$ cat src/rtl/cdad_pkg.sv
// ----------------------------------------------------------------------------
// Calendar date add days package
// Shared types, constants and month length helpers for the date keeper.
// ----------------------------------------------------------------------------
package cdad_pkg;

  localparam int YEAR_BITS_DEF = 16;
  localparam int YEAR_RESET    = 1970;
  localparam logic [4:0] DAY_RESET   = 5'd1;
  localparam logic [3:0] MONTH_RESET = 4'd1;
  localparam logic [3:0] MONTHS      = 4'd12;

  typedef enum logic [1:0] {
    MODE_ADD_DAYS  = 2'd0,
    MODE_ADD_YEARS = 2'd1,
    MODE_LOAD      = 2'd2
  } cdad_mode_t;

  typedef enum logic [1:0] {
    ST_IDLE,
    ST_ROLL,
    ST_OUT
  } cdad_state_t;

  typedef struct packed {
    logic [1:0]         mode;
    logic [7:0]         load_day;
    logic [3:0]         load_month;
    logic [15:0]        load_year;
    logic signed [15:0] count;
  } cdad_in_t;

  typedef struct packed {
    logic [4:0]  day;
    logic [3:0]  month;
    logic [15:0] year;
    logic [8:0]  overflow_days;
  } cdad_out_t;

  function automatic logic [4:0] month_len(input logic [3:0] mon, input logic leap);
    logic [4:0] len;
    case (mon)
      4'd2:                      len = leap ? 5'd29 : 5'd28;
      4'd4, 4'd6, 4'd9, 4'd11:   len = 5'd30;
      default:                   len = 5'd31;
    endcase
    return len;
  endfunction

  function automatic logic [8:0] first_months_len(input logic [1:0] n, input logic leap);
    logic [8:0] total;
    total = 9'd0;
    if (n >= 2'd1) total = total + 9'd31;
    if (n >= 2'd2) total = total + (leap ? 9'd29 : 9'd28);
    if (n >= 2'd3) total = total + 9'd31;
    return total;
  endfunction

endpackage

$ cat src/rtl/calendar_date_add_days.sv
// ----------------------------------------------------------------------------
// Calendar date add days
// Date keeper that adds days or years to a stored date or loads a new one.
// ----------------------------------------------------------------------------
// The block holds a day, month and year (reset to January 1, 1970) and takes
// one item at a time. Loading a date and adding years pass from the input
// transfer through ST_OUT into the output register. Adding days first goes
// through ST_ROLL, where a single subtract and compare unit steps through
// the months one per cycle, then through ST_OUT; the largest day count crosses
// about 1080 months. The input stalls while an item is in work. Each result
// sits in an output register, so the next item is taken while it waits.
// Leap years are the years divisible by four.
module calendar_date_add_days
  import cdad_pkg::*;
#(
  parameter int YEAR_BITS = YEAR_BITS_DEF
) (
  input  logic      clk,
  input  logic      rst_n,
  input  logic      in_valid,
  output logic      in_stall,
  input  cdad_in_t  in_data,
  output logic      out_valid,
  input  logic      out_stall,
  output cdad_out_t out_data
);

  localparam int SW = ((YEAR_BITS > 16) ? YEAR_BITS : 16) + 2;
  localparam int LW = (YEAR_BITS > 16) ? YEAR_BITS : 16;
  localparam logic [YEAR_BITS-1:0] YEAR_MAX = {YEAR_BITS{1'b1}};

  cdad_state_t          state_r, state_nxt;
  logic [4:0]           day_r, day_nxt;
  logic [3:0]           month_r, month_nxt;
  logic [YEAR_BITS-1:0] year_r, year_nxt;
  logic [15:0]          acc_r, acc_nxt;
  logic [8:0]           ovf_r, ovf_nxt;
  logic                 out_valid_r, out_valid_nxt;
  cdad_out_t            out_data_r, out_data_nxt;

  logic                 in_xfer;
  logic signed [16:0]   day_sum;
  logic signed [SW-1:0] year_sum;
  logic [LW-1:0]        load_year_ext;
  logic [YEAR_BITS-1:0] load_year_sat;
  logic [3:0]           load_mon;
  logic [4:0]           load_len;
  logic [7:0]           load_day_cl;
  logic [4:0]           roll_len;

  assign in_stall  = (state_r != ST_IDLE);
  assign in_xfer   = in_valid && !in_stall;
  assign out_valid = out_valid_r;
  assign out_data  = out_data_r;

  always_comb begin
    day_sum  = $signed({12'd0, day_r}) + {in_data.count[15], in_data.count};
    year_sum = $signed({{(SW-YEAR_BITS){1'b0}}, year_r})
             + $signed({{(SW-16){in_data.count[15]}}, in_data.count});

    load_year_ext = LW'(in_data.load_year);
    if (load_year_ext > LW'(YEAR_MAX)) begin
      load_year_sat = YEAR_MAX;
    end else begin
      load_year_sat = load_year_ext[YEAR_BITS-1:0];
    end

    if (in_data.load_month < 4'd1) begin
      load_mon = 4'd1;
    end else if (in_data.load_month > MONTHS) begin
      load_mon = MONTHS;
    end else begin
      load_mon = in_data.load_month;
    end
    load_len = month_len(load_mon, load_year_sat[1:0] == 2'b00);
    if (in_data.load_day > {3'd0, load_len}) begin
      load_day_cl = {3'd0, load_len};
    end else if (in_data.load_day == 8'd0) begin
      load_day_cl = 8'd1;
    end else begin
      load_day_cl = in_data.load_day;
    end

    roll_len = month_len(month_r, year_r[1:0] == 2'b00);
  end

  always_comb begin
    state_nxt     = state_r;
    day_nxt       = day_r;
    month_nxt     = month_r;
    year_nxt      = year_r;
    acc_nxt       = acc_r;
    ovf_nxt       = ovf_r;
    out_valid_nxt = out_valid_r && out_stall;
    out_data_nxt  = out_data_r;

    case (state_r)
      ST_IDLE: begin
        if (in_xfer) begin
          ovf_nxt   = 9'd0;
          state_nxt = ST_OUT;
          case (in_data.mode)
            MODE_ADD_DAYS: begin
              if (day_sum < 17'sd1) begin
                acc_nxt = 16'd1;
              end else begin
                acc_nxt = day_sum[15:0];
              end
              state_nxt = ST_ROLL;
            end
            MODE_ADD_YEARS: begin
              if (year_sum < 0) begin
                year_nxt = '0;
              end else if (year_sum > $signed({{(SW-YEAR_BITS){1'b0}}, YEAR_MAX})) begin
                year_nxt = YEAR_MAX;
              end else begin
                year_nxt = year_sum[YEAR_BITS-1:0];
              end
            end
            MODE_LOAD: begin
              year_nxt  = load_year_sat;
              month_nxt = load_mon;
              day_nxt   = load_day_cl[4:0];
              if (in_data.load_day > load_day_cl) begin
                ovf_nxt = {1'b0, in_data.load_day - load_day_cl};
              end
              if (in_data.load_month > MONTHS) begin
                ovf_nxt = ovf_nxt
                        + first_months_len(2'(in_data.load_month - MONTHS),
                                           load_year_sat[1:0] == 2'b11);
              end
            end
            default: begin
            end
          endcase
        end
      end
      ST_ROLL: begin
        if (acc_r > {11'd0, roll_len}) begin
          acc_nxt = acc_r - {11'd0, roll_len};
          if (month_r >= MONTHS) begin
            month_nxt = 4'd1;
            if (year_r != YEAR_MAX) begin
              year_nxt = year_r + 1'b1;
            end
          end else begin
            month_nxt = month_r + 4'd1;
          end
        end else begin
          day_nxt   = acc_r[4:0];
          state_nxt = ST_OUT;
        end
      end
      ST_OUT: begin
        if (!out_valid_r || !out_stall) begin
          out_valid_nxt              = 1'b1;
          out_data_nxt.day           = day_r;
          out_data_nxt.month         = month_r;
          out_data_nxt.year          = 16'(year_r);
          out_data_nxt.overflow_days = ovf_r;
          state_nxt                  = ST_IDLE;
        end
      end
      default: begin
        state_nxt = ST_IDLE;
      end
    endcase
  end

  always_ff @(posedge clk) begin
    if (!rst_n) begin
      state_r     <= ST_IDLE;
      day_r       <= DAY_RESET;
      month_r     <= MONTH_RESET;
      year_r      <= YEAR_BITS'(YEAR_RESET);
      out_valid_r <= 1'b0;
    end else begin
      state_r     <= state_nxt;
      day_r       <= day_nxt;
      month_r     <= month_nxt;
      year_r      <= year_nxt;
      out_valid_r <= out_valid_nxt;
    end
  end

  always_ff @(posedge clk) begin
    acc_r      <= acc_nxt;
    ovf_r      <= ovf_nxt;
    out_data_r <= out_data_nxt;
  end

endmodule
$ cat config.mk
export PLATFORM = sky130hd
export DESIGN_NAME = calendar_date_add_days
export DESIGN_NICKNAME = d
export VERILOG_FILES = /design/src/rtl/cdad_pkg.sv /design/src/rtl/calendar_date_add_days.sv
export SDC_FILE = /design/constraint.sdc
export NUM_CORES = 1
export LEC_CHECK = 0
export ABC_AREA = 1
export ABC_CLOCK_PERIOD_IN_PS = 4800
export BUFFER_PORTS_ARGS = -buffer_cell sky130_fd_sc_hd__buf_2
export CORE_AREA = 2 2 129 144
export DETAILED_ROUTE_END_ITERATION = 8
export DIE_AREA = 0 0 131 146
export GPL_ROUTABILITY_DRIVEN = 0
export PLACE_DENSITY_LB_ADDON = 0.25
export SYNTH_ARGS = -nofsm -noshare
export SYNTH_HDL_FRONTEND = slang
export SYNTH_SLANG_ARGS = --single-unit
$ cat constraint.sdc
create_clock -name clk -period 4.8 [get_ports clk]
set_input_delay 0.24 -clock clk [delete_from_list [all_inputs] [get_ports clk]]
set_output_delay 0.24 -clock clk [all_outputs]
set_load 0.05 [all_outputs]
==> metrics.cfg <==
[run_status]
status=complete, no violations

[finish]
area_delta_synth_final_pct=14.30
fin_util=0.4535
design_area_mm2=0.007959
instances_no_fill=1331
antennaDiodeCount=0
drive_above_1_share=0.1189
final_nets=1189

[clock_tree]
cts_setup_buffers=0
clock_latency_ns=0.35
ctsResizeCount=0
cts-hold-fix-buffers=0
cts_buffer_depth=2
numCtsBuffers=9
clkSinkCount=87
clkSlewWorstSetupHoldPaths_ns=0.07
cts.htree.levels=3
cts_tree=yes
cts_root_buf=clkbuf_16

[placement]
place_area_mm2=0.007630
place_hpwl_um=14960
io_buffer_count=85
placedCellCount=1315

[synth]
yosysWarnings=0
syn-instance-count=1003
async_flop_share=0
yosysTopAreaCellShare=0.2544
syn_area_mm2=0.006963
synth_seq_cells=87
yosys.area.top_type=edfxtp_1
yosys-top-cells-area=edfxtp_1 25%, nand2_1 16%, ha_1 8.3%
synth_edf_count=59
yosysMostFrequentCell=nand2_1
synth_ff_type=edfxtp_1
synth_seq_area_share=0.3350
ys_types=45
synth_commonest_cells=299 x nand2_1, 134 x inv_1, 93 x nor2_1
synth_area_per_cell_um2=6.942

[critical_path]
critPathMaxFanout=9
crit_arrival_ns=4.49
timing.reg2reg.setup_slack_ns=1.28
worstSetupStartpointType=input port
r2r_cells=18
cp-end-kind=register
cpMostUsedCell=nand2_1
cpPeakStageDelay_ns=0.41
required_ns=5.00
r2r-end=year_r[4]
path_class=in2reg
r2r-start=month_r[0]
crit_slowest_cell=fa_1

[floorplanning]
core-area_mm2=0.01755
dieHeight_um=146
ios=86
fp-row-count=51
dieArea_mm2=0.01913
start_util=0.3968
die_w_um=131

[hold_path]
min_path_type=in2reg
holdCritStartpoint=in_data[26]
min_delay_path_depth=5
hold_path_end=year_r[10]

[power]
p_per_area_mw_per_mm2=350.4
switchingPower_uw=1100
comb_power_share=0.355
power.leakage_uw=0.003958
swShare=0.3946
peakVddDrop_mv=0.1746
internal-power_uw=1688
clockPowerShare=0.283
p_seq_frac=0.362

[job]
drv_cap=0

[route]
drt_pass1_iterations=5
ant_nets=0
drt_iter0_drc=426
drc=0
wl_um=19290
num_vias=6647
routed_via_density=4.994
wire_per_inst_um=14.49

[grt]
grt-ovfl-total=0
grt_start_max_net_pins=45
first_global_vias=5994
grt_pass1_wl_um=30700
antenna_found_initial=1
grt_usage=0.2066

[sta]
setup_violations=0
hold_violations=0
post-route-period-util=0.8939
final_max_slew_viol_count=0
timing.fmax_ghz=0.2331
min_period_ns=4.291
rsz0062_at_grt=false
tns_ns=0
whs_ns=0.2282
skew_ns=0.009757
tightest_slew_ns=0.9567
relSlewSlack=0.3598

kinds of logic (layout without fill, tap and decap cells):
logic type                 count (synthesis)  after routing  share of synthesized area
DFF                                       87             87                     0.3350
adders and majority gates                 51             51                    0.09704
xor gates and xnor gates                  29             29                    0.03648
and+or+nand+nor                          534            534                     0.3263
buffers and inverters                    154            242                    0.08949
other                                      1              3                  0.0005386
AOI/OAI and AO/OA                        147            147                     0.1152
routing by layer:
layer	vias to the layer above	track usage	part of all wire
li1	3469	-	-
met1	2989	0.2767	0.45
met2	166	0.3425	0.49
met3	21	0.03750	0.048
met4	2	0.05106	0.015
met5	-	0	0.00067
area by class of cell:
cell class,count,area (µm²)
sequential,87,2332
timing repair buffer,90,462.9
clock inverter,6,78.83
fill,1843,9589
tap,238,297.8
multi-input combinational,764,4026
clock buffer,10,250.2
inverter,136,510.5
power groups by stage:
| stage | Sequential, µW | Combinational (µW) | Clock, µW |
|---|---|---|---|
| 2_1_floorplan | 1090 | 661 | 0 |
| 3_3_place_gp | 1030 | 977 | 0 |
| 3_5_place_dp | 1030 | 983 | 0 |
| 4_1_cts | 1010 | 989 | 807 |
| 5_1_grt | 1020 | 1120 | 838 |
| 6_report | 1010 | 989 | 789 |
worst max path at each step:
stage	start	endpoint	slack, ns	cells past startpoint
after floorplan	in_data[33]	ovf_r[8]	0.80	28
after global placement	in_data[33]	ovf_r[8]	0.31	29
after CTS	in_data[33]	ovf_r[8]	0.45	29
after global routing	in_data[33]	ovf_r[8]	0.03	28
after detailed placement	in_data[33]	ovf_r[8]	0.1	29
final	in_data[33]	ovf_r[8]	0.51	29
through the flow:
step / power [µW] / setup slack (ns)
after global routing: 2975 / 0.03343
after global placement: 2005 / 0.3088
after floorplan: 1749 / 0.7951
final: 2789 / 0.5093
after detailed placement: 2009 / 0.09522
after CTS: 2807 / 0.4495
worst max-delay path: cells and delay by family:
family                     cells  cell delay [ns]
AOI/OAI and AO/OA              7             1.00
buffers and inverters          4             0.31
and+or+nand+nor               13             1.39
adders and majority gates      5             1.53
placed cells by master (no fill, tap or decap), types with 9 or more instances in the layout:
| cell | instances |
|---|---|
| a21oi_1 | 73 |
| buf_2 | 85 |
| clkbuf_16 | 10 |
| dfxtp_1 | 28 |
| edfxtp_1 | 59 |
| ha_1 | 46 |
| inv_1 | 134 |
| nand2_1 | 299 |
| nand3_1 | 81 |
| nand4_1 | 14 |
| nor2_1 | 93 |
| nor3_1 | 17 |
| o21ai_0 | 48 |
| xnor2_1 | 9 |
| xor2_1 | 20 |
state kept, by name, summed over array words and instances (netlist names):
| name | count |
|---|---|
| acc_r | 16 |
| day_r | 5 |
| month_r | 4 |
| out_data | 34 |
| out_valid | 1 |
| ovf_r | 9 |
| state_r | 2 |
| year_r | 16 |
Power figures use the tool's default switching activity.
